$ cat config.mk
export PLATFORM = sky130hd
export DESIGN_NAME = four_level_page_table_walker_unit
export DESIGN_NICKNAME = d
export VERILOG_FILES = /design/src/design/pgw_pkg.sv /design/src/design/pgw_queue.sv /design/src/design/pgw_front.sv /design/src/design/pgw_back.sv /design/src/design/four_level_page_table_walker_unit.sv
export SDC_FILE = /design/constraint.sdc
export NUM_CORES = 1
export LEC_CHECK = 0
export BUFFER_PORTS_ARGS = -buffer_cell sky130_fd_sc_hd__buf_2
export CAP_MARGIN = 25
export CORE_AREA = 3 3 220 222
export DETAILED_ROUTE_END_ITERATION = 10
export DIE_AREA = 0 0 223 225
export GPL_TIMING_DRIVEN = 0
export HOLD_SLACK_MARGIN = 0.06
export PLACE_DENSITY = 0.68
export SLEW_MARGIN = 20
export SYNTH_ARGS = -nofsm -noshare
export SYNTH_HDL_FRONTEND = slang
export SYNTH_SLANG_ARGS = --single-unit
$ cat constraint.sdc
create_clock -name i_clk -period 7.8 [get_ports i_clk]
set_input_delay 1.56 -clock i_clk [delete_from_list [all_inputs] [get_ports i_clk]]
set_output_delay 1.56 -clock i_clk [all_outputs]
set_load 0.01 [all_outputs]
$ cat src/design/pgw_pkg.sv
// pgw_pkg: item types, command codes and field constants shared by the
// page table walker front, back and top level; no dependencies
`default_nettype none

package pgw_pkg;

    localparam int ADDR_W   = 52;
    localparam int VADDR_W  = 48;
    localparam int ENTRY_W  = 64;
    localparam int LEVEL_W  = 2;
    localparam int KIND_W   = 2;
    localparam int PSIZE_W  = 2;
    localparam int ACT_W    = 3;
    localparam int PAGE_LSB = 12;

    // input function codes
    localparam logic FUNC_TRANSLATE = 1'b0;
    localparam logic FUNC_ENTRY     = 1'b1;

    // result kinds
    localparam logic [KIND_W-1:0] KIND_READ   = 2'd0;
    localparam logic [KIND_W-1:0] KIND_DONE   = 2'd1;
    localparam logic [KIND_W-1:0] KIND_REJECT = 2'd2;

    // page sizes
    localparam logic [PSIZE_W-1:0] PSIZE_4K = 2'd0;
    localparam logic [PSIZE_W-1:0] PSIZE_2M = 2'd1;
    localparam logic [PSIZE_W-1:0] PSIZE_1G = 2'd2;

    // walk levels
    localparam logic [LEVEL_W-1:0] LEVEL_TOP  = 2'd0;
    localparam logic [LEVEL_W-1:0] LEVEL_1G   = 2'd1;
    localparam logic [LEVEL_W-1:0] LEVEL_2M   = 2'd2;
    localparam logic [LEVEL_W-1:0] LEVEL_LEAF = 2'd3;

    // entry bits
    localparam int PRESENT_BIT = 0;
    localparam int HUGE_BIT    = 7;

    // front-to-back command actions
    localparam logic [ACT_W-1:0] ACT_READ   = 3'd0;
    localparam logic [ACT_W-1:0] ACT_FAULT  = 3'd1;
    localparam logic [ACT_W-1:0] ACT_DONE1G = 3'd2;
    localparam logic [ACT_W-1:0] ACT_DONE2M = 3'd3;
    localparam logic [ACT_W-1:0] ACT_DONE4K = 3'd4;
    localparam logic [ACT_W-1:0] ACT_REJECT = 3'd5;

    typedef struct packed {
        logic               func;
        logic [VADDR_W-1:0] virt_addr;
        logic [ENTRY_W-1:0] read_data;
    } t_in_item;

    typedef struct packed {
        logic [KIND_W-1:0]  result_kind;
        logic [ADDR_W-1:0]  read_addr;
        logic [ADDR_W-1:0]  xlat_addr;
        logic               fault;
        logic [LEVEL_W-1:0] fault_level;
        logic [PSIZE_W-1:0] leaf_size;
    } t_out_item;

    typedef struct packed {
        logic [ACT_W-1:0]   action;
        logic [LEVEL_W-1:0] level;
        logic [ADDR_W-1:0]  base;
        logic [VADDR_W-1:0] vaddr;
    } t_cmd;

endpackage

`default_nettype wire

$ cat src/design/pgw_queue.sv
// pgw_queue: small flop-based first-in first-out queue
// generic width and power-of-two depth; no package dependency
`default_nettype none

module pgw_queue #(
    parameter int WIDTH = 8,
    parameter int DEPTH = 2
) (
    input  wire logic             i_clk,
    input  wire logic             i_rst_n,
    input  wire logic             i_push,
    input  wire logic [WIDTH-1:0] i_data,
    output logic                  o_full,
    input  wire logic             i_pop,
    output logic      [WIDTH-1:0] o_data,
    output logic                  o_empty
);

    localparam int PTR_W = (DEPTH > 1) ? $clog2(DEPTH) : 1;
    localparam int CNT_W = $clog2(DEPTH + 1);

    logic [WIDTH-1:0] r_mem [DEPTH];
    logic [PTR_W-1:0] r_wr_ptr, n_wr_ptr;
    logic [PTR_W-1:0] r_rd_ptr, n_rd_ptr;
    logic [CNT_W-1:0] r_count, n_count;
    logic             wr_en, rd_en;

    assign o_full  = (r_count == CNT_W'(DEPTH));
    assign o_empty = (r_count == '0);
    assign o_data  = r_mem[r_rd_ptr];
    assign wr_en   = i_push && !o_full;
    assign rd_en   = i_pop && !o_empty;

    always_comb begin
        n_wr_ptr = wr_en ? PTR_W'(r_wr_ptr + 1'b1) : r_wr_ptr;
        n_rd_ptr = rd_en ? PTR_W'(r_rd_ptr + 1'b1) : r_rd_ptr;
        n_count  = r_count;
        if (wr_en && !rd_en) begin
            n_count = CNT_W'(r_count + 1'b1);
        end else if (rd_en && !wr_en) begin
            n_count = CNT_W'(r_count - 1'b1);
        end
    end

    always_ff @(posedge i_clk) begin
        if (!i_rst_n) begin
            r_wr_ptr <= '0;
            r_rd_ptr <= '0;
            r_count  <= '0;
        end else begin
            r_wr_ptr <= n_wr_ptr;
            r_rd_ptr <= n_rd_ptr;
            r_count  <= n_count;
        end
    end

    always_ff @(posedge i_clk) begin
        if (wr_en) begin
            r_mem[r_wr_ptr] <= i_data;
        end
    end

endmodule

`default_nettype wire

$ cat src/design/pgw_front.sv
// pgw_front: walk state, root table register and item classification
// depends on pgw_pkg; emits one command per accepted item
`default_nettype none

module pgw_front #(
    parameter int PHYS_ADDR_BITS = 52
) (
    input  wire logic                            i_clk,
    input  wire logic                            i_rst_n,
    input  wire logic                            i_cfg_we,
    input  wire logic [pgw_pkg::ADDR_W-1:0]      i_cfg_wdata,
    input  wire logic                            i_accept,
    input  wire pgw_pkg::t_in_item               i_item,
    output pgw_pkg::t_cmd                        o_cmd
);

    localparam int TBL_W = PHYS_ADDR_BITS - pgw_pkg::PAGE_LSB;

    logic [TBL_W-1:0]                r_root;
    logic                            r_busy, n_busy;
    logic [pgw_pkg::LEVEL_W-1:0]     r_level, n_level;
    logic [pgw_pkg::VADDR_W-1:0]     r_vaddr, n_vaddr;
    logic [pgw_pkg::ADDR_W-1:0]      root_base, entry_base;
    logic                            present, huge;

    assign root_base  = pgw_pkg::ADDR_W'({r_root, {pgw_pkg::PAGE_LSB{1'b0}}});
    assign entry_base = pgw_pkg::ADDR_W'({i_item.read_data[PHYS_ADDR_BITS-1:pgw_pkg::PAGE_LSB],
                                          {pgw_pkg::PAGE_LSB{1'b0}}});
    assign present    = i_item.read_data[pgw_pkg::PRESENT_BIT];
    assign huge       = i_item.read_data[pgw_pkg::HUGE_BIT];

    always_comb begin
        n_busy       = r_busy;
        n_level      = r_level;
        n_vaddr      = r_vaddr;
        o_cmd.action = pgw_pkg::ACT_REJECT;
        o_cmd.level  = r_level;
        o_cmd.base   = entry_base;
        o_cmd.vaddr  = r_vaddr;
        if (i_item.func == pgw_pkg::FUNC_TRANSLATE) begin
            if (!r_busy) begin
                n_busy       = 1'b1;
                n_level      = pgw_pkg::LEVEL_TOP;
                n_vaddr      = i_item.virt_addr;
                o_cmd.action = pgw_pkg::ACT_READ;
                o_cmd.level  = pgw_pkg::LEVEL_TOP;
                o_cmd.base   = root_base;
                o_cmd.vaddr  = i_item.virt_addr;
            end
        end else if (r_busy) begin
            priority if (!present) begin
                n_busy       = 1'b0;
                o_cmd.action = pgw_pkg::ACT_FAULT;
            end else if (r_level == pgw_pkg::LEVEL_1G && huge) begin
                n_busy       = 1'b0;
                o_cmd.action = pgw_pkg::ACT_DONE1G;
            end else if (r_level == pgw_pkg::LEVEL_2M && huge) begin
                n_busy       = 1'b0;
                o_cmd.action = pgw_pkg::ACT_DONE2M;
            end else if (r_level == pgw_pkg::LEVEL_LEAF) begin
                n_busy       = 1'b0;
                o_cmd.action = pgw_pkg::ACT_DONE4K;
            end else begin
                n_level      = pgw_pkg::LEVEL_W'(r_level + 1'b1);
                o_cmd.action = pgw_pkg::ACT_READ;
                o_cmd.level  = n_level;
            end
        end
    end

    always_ff @(posedge i_clk) begin
        if (!i_rst_n) begin
            r_root  <= '0;
            r_busy  <= 1'b0;
            r_level <= pgw_pkg::LEVEL_TOP;
            r_vaddr <= '0;
        end else begin
            if (i_cfg_we) begin
                r_root <= i_cfg_wdata[PHYS_ADDR_BITS-1:pgw_pkg::PAGE_LSB];
            end
            if (i_accept) begin
                r_busy  <= n_busy;
                r_level <= n_level;
                r_vaddr <= n_vaddr;
            end
        end
    end

    // rejected items leave the walk untouched
    a_reject_keeps_busy: assert property (@(posedge i_clk) disable iff (!i_rst_n)
        (i_accept && o_cmd.action == pgw_pkg::ACT_REJECT) |=> $stable(r_busy))
        else $error("reject changed walk state");

    // a read request always leaves a walk running
    a_read_sets_busy: assert property (@(posedge i_clk) disable iff (!i_rst_n)
        (i_accept && o_cmd.action == pgw_pkg::ACT_READ) |=> r_busy)
        else $error("read issued without walk running");

    // the level read next is the level the walker then waits on
    a_read_level: assert property (@(posedge i_clk) disable iff (!i_rst_n)
        (i_accept && o_cmd.action == pgw_pkg::ACT_READ) |=> (r_level == $past(o_cmd.level)))
        else $error("walk level does not match issued read");

    // any finish ends the walk
    a_done_clears_busy: assert property (@(posedge i_clk) disable iff (!i_rst_n)
        (i_accept && (o_cmd.action == pgw_pkg::ACT_FAULT
                   || o_cmd.action == pgw_pkg::ACT_DONE1G
                   || o_cmd.action == pgw_pkg::ACT_DONE2M
                   || o_cmd.action == pgw_pkg::ACT_DONE4K)) |=> !r_busy)
        else $error("walk still busy after finish");

endmodule

`default_nettype wire

$ cat src/design/pgw_back.sv
// pgw_back: turns a walker command into a result item
// depends on pgw_pkg; pure address assembly, no state
`default_nettype none

module pgw_back (
    input  wire pgw_pkg::t_cmd       i_cmd,
    output pgw_pkg::t_out_item       o_result
);

    logic [8:0] idx;

    always_comb begin
        unique case (i_cmd.level)
            pgw_pkg::LEVEL_TOP: idx = i_cmd.vaddr[47:39];
            pgw_pkg::LEVEL_1G:  idx = i_cmd.vaddr[38:30];
            pgw_pkg::LEVEL_2M:  idx = i_cmd.vaddr[29:21];
            default:            idx = i_cmd.vaddr[20:12];
        endcase
    end

    always_comb begin
        o_result = '0;
        unique case (i_cmd.action)
            pgw_pkg::ACT_READ: begin
                o_result.result_kind = pgw_pkg::KIND_READ;
                o_result.read_addr   = {i_cmd.base[pgw_pkg::ADDR_W-1:pgw_pkg::PAGE_LSB],
                                        idx, 3'b000};
            end
            pgw_pkg::ACT_FAULT: begin
                o_result.result_kind = pgw_pkg::KIND_DONE;
                o_result.fault       = 1'b1;
                o_result.fault_level = i_cmd.level;
            end
            pgw_pkg::ACT_DONE1G: begin
                o_result.result_kind = pgw_pkg::KIND_DONE;
                o_result.xlat_addr   = {i_cmd.base[pgw_pkg::ADDR_W-1:30], i_cmd.vaddr[29:0]};
                o_result.leaf_size   = pgw_pkg::PSIZE_1G;
            end
            pgw_pkg::ACT_DONE2M: begin
                o_result.result_kind = pgw_pkg::KIND_DONE;
                o_result.xlat_addr   = {i_cmd.base[pgw_pkg::ADDR_W-1:21], i_cmd.vaddr[20:0]};
                o_result.leaf_size   = pgw_pkg::PSIZE_2M;
            end
            pgw_pkg::ACT_DONE4K: begin
                o_result.result_kind = pgw_pkg::KIND_DONE;
                o_result.xlat_addr   = {i_cmd.base[pgw_pkg::ADDR_W-1:pgw_pkg::PAGE_LSB],
                                        i_cmd.vaddr[pgw_pkg::PAGE_LSB-1:0]};
                o_result.leaf_size   = pgw_pkg::PSIZE_4K;
            end
            default: begin
                o_result.result_kind = pgw_pkg::KIND_REJECT;
            end
        endcase
    end

endmodule

`default_nettype wire

$ cat src/design/four_level_page_table_walker_unit.sv
// an accepted item's command is written into the command queue; the back turns the
// queue head into a result, which is written into the output queue and popped from there
// throughput: one item per cycle, both queue sides stall independently
// every item gives exactly one result, in order
// reset (synchronous, active low): walker idle, level 0, root table base 0,
// both queues empty; no clearing pass, items are taken right after reset
// depends on pgw_pkg, pgw_queue, pgw_front, pgw_back
`default_nettype none

module four_level_page_table_walker_unit #(
    parameter int PHYS_ADDR_BITS = 52,
    parameter int CMD_DEPTH      = 2,
    parameter int OUT_DEPTH      = 2
) (
    input  wire logic                        i_clk,
    input  wire logic                        i_rst_n,
    // root table base register
    input  wire logic                        i_cfg_we,
    input  wire logic [pgw_pkg::ADDR_W-1:0]  i_cfg_wdata,
    // item input side
    input  wire logic                        i_push,
    output logic                             o_full,
    input  wire pgw_pkg::t_in_item           i_in_item,
    // result side
    output logic                             o_empty,
    input  wire logic                        i_pop,
    output pgw_pkg::t_out_item               o_out_item
);

    // front: classifies each item against the walk state in the cycle it
    // is accepted, so the next item sees the updated state at once
    logic             accept;
    pgw_pkg::t_cmd    front_cmd;

    // command queue between front and back
    pgw_pkg::t_cmd    back_cmd;
    logic             cmd_empty;

    // back: assembles result fields, pushes into the output queue
    pgw_pkg::t_out_item back_result;
    logic             out_full;
    logic             back_move;

    assign accept    = i_push && !o_full;
    assign back_move = !cmd_empty && !out_full;

    pgw_front #(
        .PHYS_ADDR_BITS (PHYS_ADDR_BITS)
    ) u_front (
        .i_clk       (i_clk),
        .i_rst_n     (i_rst_n),
        .i_cfg_we    (i_cfg_we),
        .i_cfg_wdata (i_cfg_wdata),
        .i_accept    (accept),
        .i_item      (i_in_item),
        .o_cmd       (front_cmd)
    );

    pgw_queue #(
        .WIDTH ($bits(pgw_pkg::t_cmd)),
        .DEPTH (CMD_DEPTH)
    ) u_cmd_queue (
        .i_clk   (i_clk),
        .i_rst_n (i_rst_n),
        .i_push  (accept),
        .i_data  (front_cmd),
        .o_full  (o_full),
        .i_pop   (back_move),
        .o_data  (back_cmd),
        .o_empty (cmd_empty)
    );

    pgw_back u_back (
        .i_cmd    (back_cmd),
        .o_result (back_result)
    );

    // output queue parts the back from the result consumer
    pgw_queue #(
        .WIDTH ($bits(pgw_pkg::t_out_item)),
        .DEPTH (OUT_DEPTH)
    ) u_out_queue (
        .i_clk   (i_clk),
        .i_rst_n (i_rst_n),
        .i_push  (back_move),
        .i_data  (back_result),
        .o_full  (out_full),
        .i_pop   (i_pop),
        .o_data  (o_out_item),
        .o_empty (o_empty)
    );

    // a rejected item carries nothing but its kind
    a_reject_clean: assert property (@(posedge i_clk) disable iff (!i_rst_n)
        (!o_empty && o_out_item.result_kind == pgw_pkg::KIND_REJECT)
        |-> (o_out_item.read_addr == '0 && o_out_item.xlat_addr == '0
             && !o_out_item.fault && o_out_item.leaf_size == pgw_pkg::PSIZE_4K))
        else $error("rejected item carries payload");

    // result kind is never the unused code
    a_kind_valid: assert property (@(posedge i_clk) disable iff (!i_rst_n)
        !o_empty |-> (o_out_item.result_kind == pgw_pkg::KIND_READ
                   || o_out_item.result_kind == pgw_pkg::KIND_DONE
                   || o_out_item.result_kind == pgw_pkg::KIND_REJECT))
        else $error("unknown result kind");

    // entry reads are always eight-byte aligned
    a_read_aligned: assert property (@(posedge i_clk) disable iff (!i_rst_n)
        (!o_empty && o_out_item.result_kind == pgw_pkg::KIND_READ)
        |-> (o_out_item.read_addr[2:0] == 3'b000))
        else $error("misaligned entry read");

endmodule

`default_nettype wire

==> results.cfg, run 1 <==
[outcome]
status = finished, final reports clean

[finish]
design_area_um2 = 24900
fin_cells = 2338
antenna_cells = 0
drive_above_1_share_pct = 37.1
final_util_pct = 53.4
synthToLayoutAreaGrowth_pct = 18.7
nFillCells = 3766
finalNetCount = 1862

[sta]
drv_slew = 0
layout_min_cycle_time_ns = 4.10
hold_viol_final = 0
setup_viol = 0
skew_ns = 0.0152
maxSlewHeadroom_pct = 35.2
fmax_ghz = 0.244
final.period_utilization_pct = 52.6
rsz0062_at_grt = false
max_slew.worst_pin.slew_ns = 0.972
tns_ns = 0

[yosys]
yosys_warnings = 0
ys_seq_area_share_pct = 67.3
async_reset_ff_share_pct = 0
postSynthCellCount = 1378
synth_edf_count = 402
syn_avg_cell_area_um2 = 15.2
ys_seq_elements = 503
ys_types = 53
syn-cell-area_um2 = 20900
synth_ff_type = edfxtp_1

[clocking]
root_buffer = clkbuf_16
clk_path_buf_depth = 3
cts_tree = done
hold_buffers = 0
clock_latency_ns = 0.58
cts_resized = 0
cts_sinks = 503
cts_buffers = 51
cts_max_level = 2
path_clk_slew_ns = 0.06
postCtsSetupBuffers = 0

[routing]
routed_wl_um = 53500
wl_per_cell_um = 22.9
postRouteAntennaNets = 0
drt_iter0_markers = 924
drc = 0
vias = 12900
viasPerCell = 5.51
dr.pass1.iters = 5

[grt]
grt_use_met3_pct = 3.88
grt-busiest-layer = met2
grt_util_all_layers_pct = 20.8
grtUsageMet1_pct = 28.1
first_global_vias = 13000
overflow = 0
grt_max_degree = 61
grt_pass1_wl_um = 79400
antenna_found_initial = 1
grtUsageMet2_pct = 34.6

[die]
dieArea_um2 = 50200
start_util_pct = 45.0
ios = 283
die_y_um = 225
rows = 79
die_w_um = 223
core_area_um2 = 46600

[worst_setup_path]
worstPathMaxFanout = 10
path_cells = buf_2 > buf_2 > buf_2 > mux2_2 > buf_2
cp_data_arrival_time_ns = 2.54
endpoint_kind = output pin
crit_path_max_incr_delay_ns = 0.41
path_common_cell = buf_2
critical_path_required_ns = 6.24
slowest_stage = buf_2
path_class = reg2out
crit_path_start_kind = flop

[pwr]
swShare_pct = 31.7
vdd_drop_max_mv = 0.240
p_leak_nw = 9.19
p_int_mw = 6.36
power_frac_seq_pct = 41.8
p_per_area_nw_per_um2 = 375
p_sw_mw = 2.96
combPwrFrac_pct = 32.1
clock_power_share_pct = 26.1

[place]
dpl_cell_area_um2 = 23200
dp_cells = 2243
portBuffers = 242
hpwl_um = 37600
gp_congestion = 0.865

[worst_hold_path]
min_path_type = reg2reg

[flow_run]
cap_viol_max_count = 0
==> cells in the mapped netlist, types with 6 or more instances <==
master | instances | area share (%)
buf_2 | 43 | 1.0
o22ai_1 | 19 | 0.57
buf_4 | 14 | 0.50
nor2_1 | 92 | 1.6
o31ai_1 | 49 | 1.8
inv_1 | 10 | 0.18
mux2i_1 | 130 | 6.2
o21ai_0 | 17 | 0.41
xor2_1 | 6 | 0.25
dfxtp_1 | 101 | 9.7
nor3_1 | 9 | 0.21
nand4_1 | 48 | 1.4
a21oi_1 | 67 | 1.6
clkbuf_1 | 37 | 0.66
mux2_2 | 202 | 11
nor2b_1 | 13 | 0.39
edfxtp_1 | 402 | 58
o221ai_1 | 9 | 0.38
nor3_2 | 30 | 1.4
nand2_1 | 13 | 0.23
mux2_1 | 12 | 0.65
==> layout by cell type (no fill, tap or decap), types with 3 or more instances in the layout <==
cell type / instances
mux2_1: 12
buf_8: 6
xor2_1: 6
o31ai_1: 49
nand2_1: 13
o21a_1: 3
conb_1: 3
buf_4: 14
bufinv_16: 5
a21oi_1: 67
buf_12: 3
nor2b_1: 13
nor3b_1: 3
mux2_2: 202
clkbuf_1: 47
buf_6: 8
edfxtp_1: 402
nor2_1: 92
nand4_1: 48
o22ai_1: 19
or3_1: 4
buf_2: 285
clkbuf_16: 53
nor3_1: 8
ha_1: 3
inv_1: 9
and3b_1: 3
o21ai_0: 17
mux2i_1: 130
clkinv_2: 10
o221ai_1: 9
clkinv_1: 13
nor3_2: 30
dfxtp_1: 101
clkbuf_8: 4
==> worst max-delay path: cells and delay by family, from the launching register on <==
family / cells / cell delay [ns]
mux: 1 / 0.40
flops: 1 / 0.31
buf+inv: 4 / 1.25
==> per-layer routing <==
layer  routed length [µm]  vias up
met5                   13        -
li1                     -     5928
met1                23000     6449
met4                 1310        2
met3                 3390       76
met2                25900      429
==> power groups by stage <==
stage | Sequential (mW) | Clock [mW] | Combinational, mW
final | 3.89 | 2.43 | 2.99
after CTS | 3.90 | 2.46 | 3.04
after global placement | 4.04 | 0 | 2.87
after global routing | 3.95 | 2.58 | 3.21
after detailed placement | 3.95 | 0 | 3.02
after floorplan | 3.96 | 0 | 1.82
==> worst paths after layout <==
check | start | endpoint | slack [ns] | depth (start not counted)
setup / recovery | flop | o_out_item[94] | 3.70 | 5
hold / removal | u_front.r_vaddr[46] | u_front.r_vaddr[46] | 0.47 | 2
setup reg to reg | u_cmd_queue.r_count[0] | u_cmd_queue.r_mem[0][68] | 5.46 | 6
hold reg to reg | u_front.r_vaddr[46] | u_front.r_vaddr[46] | 0.47 | 2
==> kinds of logic after synthesis <==
| group | after synthesis | synth area share (%) |
|---|---|---|
| xor+xnor | 6 | 0.251 |
| fa+ha+maj | 3 | 0.179 |
| mux | 345 | 17.8 |
| compound gates | 176 | 5.32 |
| other cells | 1 | 0.0179 |
| simple gates | 229 | 6.40 |
| flops | 503 | 67.3 |
| buf+inv | 115 | 2.77 |
==> per-stage QoR <==
step | hold slack [ns] | power [mW] | setup WS, ns
finish | 0.469 | 9.32 | 3.70
global route | 0.481 | 9.74 | 3.60
CTS | 0.467 | 9.40 | 3.62
detailed placement | 0.459 | 6.96 | 4.11
global placement | 0.452 | 6.91 | -0.438
floorplan | 0.444 | 5.78 | 2.60
==> cell type report <==
cell class	instances	area [µm²]	area share, %
buffer	102	531	2.13
clock buffer	67	1420	5.71
clock inverter	28	253	1.02
inverter	13	53.8	0.216
multi-input combinational	762	6300	25.3
sequential	503	14100	56.7
tap	607	759	3.05
timing repair buffer	256	1450	5.83
==> flip-flops by register name, summed over array words and instances, names as in the netlist, 2 cells and up, named ones only <==
name and count:
u_cmd_queue.r_count 2, u_cmd_queue.r_mem 186, u_out_queue.r_mem 216, u_front.r_level 2, u_front.r_root 40, u_front.r_vaddr 48
u_out_queue.r_count 2
Power figures use the tool's default switching activity.
==> run 2, diff against run 1 <==
PLACE_DENSITY = 0.65   (was 0.68)
clock period = 4.2 ns   (was 7.8 ns; I/O delays follow)
==> run 2 against run 1 <==
  * Core utilization rose by 0.28 points
  * Clock power is 95% higher
  * Sequential power increased by 86%
  * Register-to-register slack got worse by 3.8 ns
  * Sequential share of layout area decreased by 0.30 points
  * Hold slack got worse by 0.0034 ns
  * Highest routed layer unchanged
  * Wire length rose by 0.89%
  * Clock-buffer cell count is 18 higher
  * Combinational power up 87%
  * Critical path type unchanged
==> results.cfg, run 2 (same netlist as run 1, synthesis figures left out) <==
[outcome]
status = finished, final reports clean

[routing]
dr.pass1.iters = 5
vias = 12900
wl_per_cell_um = 23.1
drt_iter0_markers = 885
routed_wl_um = 54000
viasPerCell = 5.48
drc = 0
postRouteAntennaNets = 0

[grt]
antenna_found_initial = 2
grt_util_all_layers_pct = 21.2
first_global_vias = 13100
overflow = 0
grt_max_degree = 66
grt_pass1_wl_um = 80300

[sta]
layout_min_cycle_time_ns = 3.35
fin_ws_ns = 0.845
hold_viol_final = 0
fmax_ghz = 0.298
rsz0062_at_grt = false
setup_viol = 0
max_slew.worst_pin.slew_ns = 0.971
drv_slew = 0
maxSlewHeadroom_pct = 35.2
skew_ns = 0.0223
final.period_utilization_pct = 79.9

[clocking]
cts_tree = done
clock_latency_ns = 0.61
clk_path_buf_depth = 3
hold_buffers = 0
cts_sinks = 503
cts_max_level = 2
cts_resized = 0
path_clk_slew_ns = 0.06
postCtsSetupBuffers = 0
root_buffer = clkbuf_16
cts_buffers = 53

[pwr]
p_per_area_nw_per_um2 = 703
combPwrFrac_pct = 31.9
p_sw_mw = 5.56
p_int_mw = 12.0
vdd_drop_max_mv = 0.517
swShare_pct = 31.7
power_frac_seq_pct = 41.1
clock_power_share_pct = 27.0
p_leak_nw = 9.24

[die]
start_util_pct = 45.0
dieArea_um2 = 50200
core_area_um2 = 46600
rows = 79
ios = 283
die_w_um = 223
die_y_um = 225

[worst_hold_path]
min_path_type = reg2reg

[finish]
finalNetCount = 1864
drive_above_1_share_pct = 37.5
synthToLayoutAreaGrowth_pct = 19.3
largestRegisters = u_out_queue.r_mem x216, u_cmd_queue.r_mem x186, u_front.r_vaddr x48
registers.top_by_ff_count = u_out_queue.r_mem
largest_reg_flops = 216
final_util_pct = 53.7
layout_commonest_cell = edfxtp_1
layout_common_cells = edfxtp_1, buf_2, mux2_2

[worst_setup_path]
path_class = reg2out
worstPathMaxFanout = 10
endpoint_kind = output pin
critical_path_required_ns = 3.36
cp_data_arrival_time_ns = 2.51
crit_path_start_kind = flop

[place]
hpwl_um = 38300
dp_slack_ns = 1.24
gp_congestion = 0.834
portBuffers = 242

[flow_run]
cap_viol_max_count = 0
run 2: cell types whose count changed in the layout (fill, tap and decap cells not counted), sizes merged:
cell      change
clkinv       -17
inv           +3
clkbuf       +18
clkinvlp      +1
diode         +1
bufinv        -1
run 2: final timing paths:
path                                        startpoint                        to  slack [ns]  cells past startpoint
worst max-delay path                              flop            o_out_item[99]        0.85                      5
worst min register to register     u_front.r_vaddr[16]       u_front.r_vaddr[16]        0.47                      2
worst min-delay path               u_front.r_vaddr[16]       u_front.r_vaddr[16]        0.47                      2
worst max register to register  u_cmd_queue.r_count[0]  u_cmd_queue.r_mem[1][99]        1.66                      6
run 2: final cells by class:
cell class              instances  area, µm²
clock buffers                  85       1590
well taps                     607        759
multi-input cells             762       6300
clock inverters                14        184
flip-flops and latches        503      14100
fillers                      3854      21600
repair buffers                256       1480
plain buffers                 102        531
diodes                          1       2.50
inverters                      13       53.8
run 2: worst max-delay path, cell delays in order, from the launching register on:
cell and delay [ns]:
dfxtp_1 0.32, buf_2 0.32, buf_2 0.40, buf_2 0.34
mux2_2 0.39, buf_2 0.15
run 2: per-stage QoR:
step           total power, mW  setup TNS (ns)  std cells  hold slack, ns  instance area [µm²]
5_1_grt                   18.4               0       2343           0.471                25000
3_5_place_dp              13.0               0       2243           0.458                23200
4_1_cts                   17.8               0       2342           0.448                25000
6_report                  17.6               0       2343           0.466                25000
2_1_floorplan             10.7               0       1380           0.444                21000
3_3_place_gp              12.6         -496.68       2229           0.451                22900
run 2: metal layers:
layer | up-vias | part of all wire [%] | wire length, µm | global-route usage, %
li1 | 5930 | - | - | -
met1 | 6393 | 42 | 22700 | 28.5
met2 | 443 | 49 | 26200 | 35.2
met3 | 83 | 6.5 | 3530 | 3.50
met4 | 2 | 2.9 | 1580 | 7.34
met5 | - | 0.026 | 14 | 0
run 2: power groups by stage:
stage / Clock (mW) / Sequential (mW) / Combinational (mW)
final: 4.74 / 7.23 / 5.60
after global routing: 5.03 / 7.33 / 6.03
after CTS: 4.82 / 7.23 / 5.69
after detailed placement: 0 / 7.33 / 5.66
after global placement: 0 / 7.39 / 5.24
after floorplan: 0 / 7.32 / 3.39
==> run 3, diff against run 2 <==
clock period = 3.3 ns   (was 4.2 ns; I/O delays follow)
==> run 3 against run 2 <==
  * Hold slack worse by 0.16 ns
  * Wire length is 0.43% lower
  * First-iteration DRC count is 28% higher
  * Worst setup slack worse by 0.67 ns
  * Critical path depth is the same
  * Flip-flop and latch count unchanged
  * Clock power grew 19%
  * Global-route usage decreased by 0.15 points
  * Register-to-register slack got worse by 0.95 ns
  * Clock skew decreased by 0.0022 ns
  * Die area is the same
  * Critical path type unchanged
==> results.cfg, run 3 (same netlist as run 1, synthesis figures left out) <==
[outcome]
status = finished, final reports clean

[sta]
max_slew.worst_pin.slew_ns = 1.02
hold_viol_final = 0
layout_min_cycle_time_ns = 3.13
hold_ws_ns = 0.302
maxSlewHeadroom_pct = 32.2
rsz0062_at_grt = false
skew_ns = 0.0201
drv_slew = 0
setup_viol = 0
fmax_ghz = 0.320
final.period_utilization_pct = 94.8

[routing]
postRouteAntennaNets = 0
drt_iter0_markers = 1133
vias = 12800
dr.pass1.iters = 7
routed_wl_um = 53800
drc = 0
wl_per_cell_um = 22.9
viasPerCell = 5.46

[pwr]
power_frac_seq_pct = 42.0
p_per_area_nw_per_um2 = 880
p_sw_mw = 7.06
p_int_mw = 14.8
p_leak_nw = 9.19
clock_power_share_pct = 25.7
swShare_pct = 32.2
combPwrFrac_pct = 32.4
vdd_drop_max_mv = 0.579

[worst_setup_path]
path_class = reg2out
worstPathMaxFanout = 10
critical_path_required_ns = 2.64
endpoint_kind = output pin
crit_path_start_kind = flop
cp_data_arrival_time_ns = 2.47

[clocking]
cts_sinks = 503
path_clk_slew_ns = 0.06
cts_max_level = 2
root_buffer = clkbuf_16
cts_buffers = 53
hold_buffers = 0
cts_resized = 1
cts_tree = done
postCtsSetupBuffers = 0
clock_latency_ns = 0.60
clk_path_buf_depth = 3

[die]
die_w_um = 223
rows = 79
start_util_pct = 45.0
core_area_um2 = 46600
ios = 283
die_y_um = 225
dieArea_um2 = 50200

[finish]
design_area_um2 = 24900
final_util_pct = 53.5
layout_commonest_cell = edfxtp_1
drive_above_1_share_pct = 37.5
finalNetCount = 1866
largestRegisters = u_out_queue.r_mem x216, u_cmd_queue.r_mem x186, u_front.r_vaddr x48
registers.top_by_ff_count = u_out_queue.r_mem
largest_reg_flops = 216
synthToLayoutAreaGrowth_pct = 18.8
layout_common_cells = edfxtp_1, buf_2, mux2_2
fin_cells = 2346

[grt]
overflow = 0
grt_pass1_wl_um = 79700
grt_util_all_layers_pct = 21.1
first_global_vias = 13000
grt_max_degree = 39
antenna_found_initial = 1

[worst_hold_path]
min_path_type = in2reg

[place]
portBuffers = 242
hpwl_um = 38200
gp_congestion = 0.806
dp_cells = 2245
dpl_cell_area_um2 = 23200

[flow_run]
cap_viol_max_count = 0
-- run 3: cell count changes in the layout (fill, tap and decap cells not counted), moves of 2 or more --
cell / before / now
clkinvlp_4: 2 / 4
buf_16: 4 / 1
buf_12: 2 / 7
clkbuf_4: 4 / 1
inv_6: 3 / 0
clkinv_1: 1 / 14
dfxtp_1: 101 / 99
bufinv_16: 4 / 2
clkbuf_1: 55 / 47
dfxtp_2: 0 / 2
clkbuf_8: 9 / 1
clkinv_2: 5 / 14
-- run 3: metal layers --
layer | wire (µm) | share of wire [%] | global-route usage (%) | up-vias
li1 | - | - | - | 5937
met1 | 22600 | 42 | 28.2 | 6370
met2 | 26900 | 50 | 35.8 | 427
met3 | 3240 | 6.0 | 3.63 | 64
met4 | 1080 | 2.0 | 5.50 | 2
met5 | 7 | 0.013 | 0 | -
-- run 3: power groups by stage --
stage | clock network, mW | logic (mW) | registers (mW)
after CTS | 5.73 | 7.22 | 9.20
after floorplan | 0 | 4.32 | 9.29
after detailed placement | 0 | 7.18 | 9.33
after global placement | 0 | 6.33 | 9.16
after global routing | 6.01 | 7.65 | 9.33
final | 5.62 | 7.09 | 9.19
-- run 3: metrics by stage --
| step | power, mW | setup TNS [ns] | setup slack [ns] |
|---|---|---|---|
| CTS | 22.2 | 0 | 0.118 |
| global placement | 15.5 | -323.92 | -1.97 |
| finish | 21.9 | 0 | 0.170 |
| detailed placement | 16.5 | 0 | 0.525 |
| global route | 23.0 | 0 | 0.0885 |
| floorplan | 13.6 | -19.85 | -0.184 |
-- run 3: critical path, stage by stage (launching register included) --
cell and delay [ns]:
dfxtp_1 0.31, buf_2 0.36, buf_4 0.32, buf_2 0.31, mux2_2 0.40, buf_2 0.15
-- run 3: final cells by class --
type	instances	area, µm²
diodes	1	2.50
repair buffers	258	1490
well taps	607	759
fillers	3858	21700
inverters	13	52.6
clock inverters	35	246
flip-flops and latches	503	14100
plain buffers	102	533
clock buffers	65	1400
multi-input cells	762	6310
-- run 3: worst paths after layout --
kind	from	endpoint	slack, ns	cells after the start
worst max-delay path	flop	o_out_item[99]	0.17	5
worst min-delay path	i_cfg_wdata[42]	u_front.r_root[30]	0.30	3
worst max register to register	u_cmd_queue.r_count[0]	u_cmd_queue.r_mem[1][62]	0.71	6
worst min register to register	u_front.r_vaddr[39]	u_front.r_vaddr[39]	0.47	2
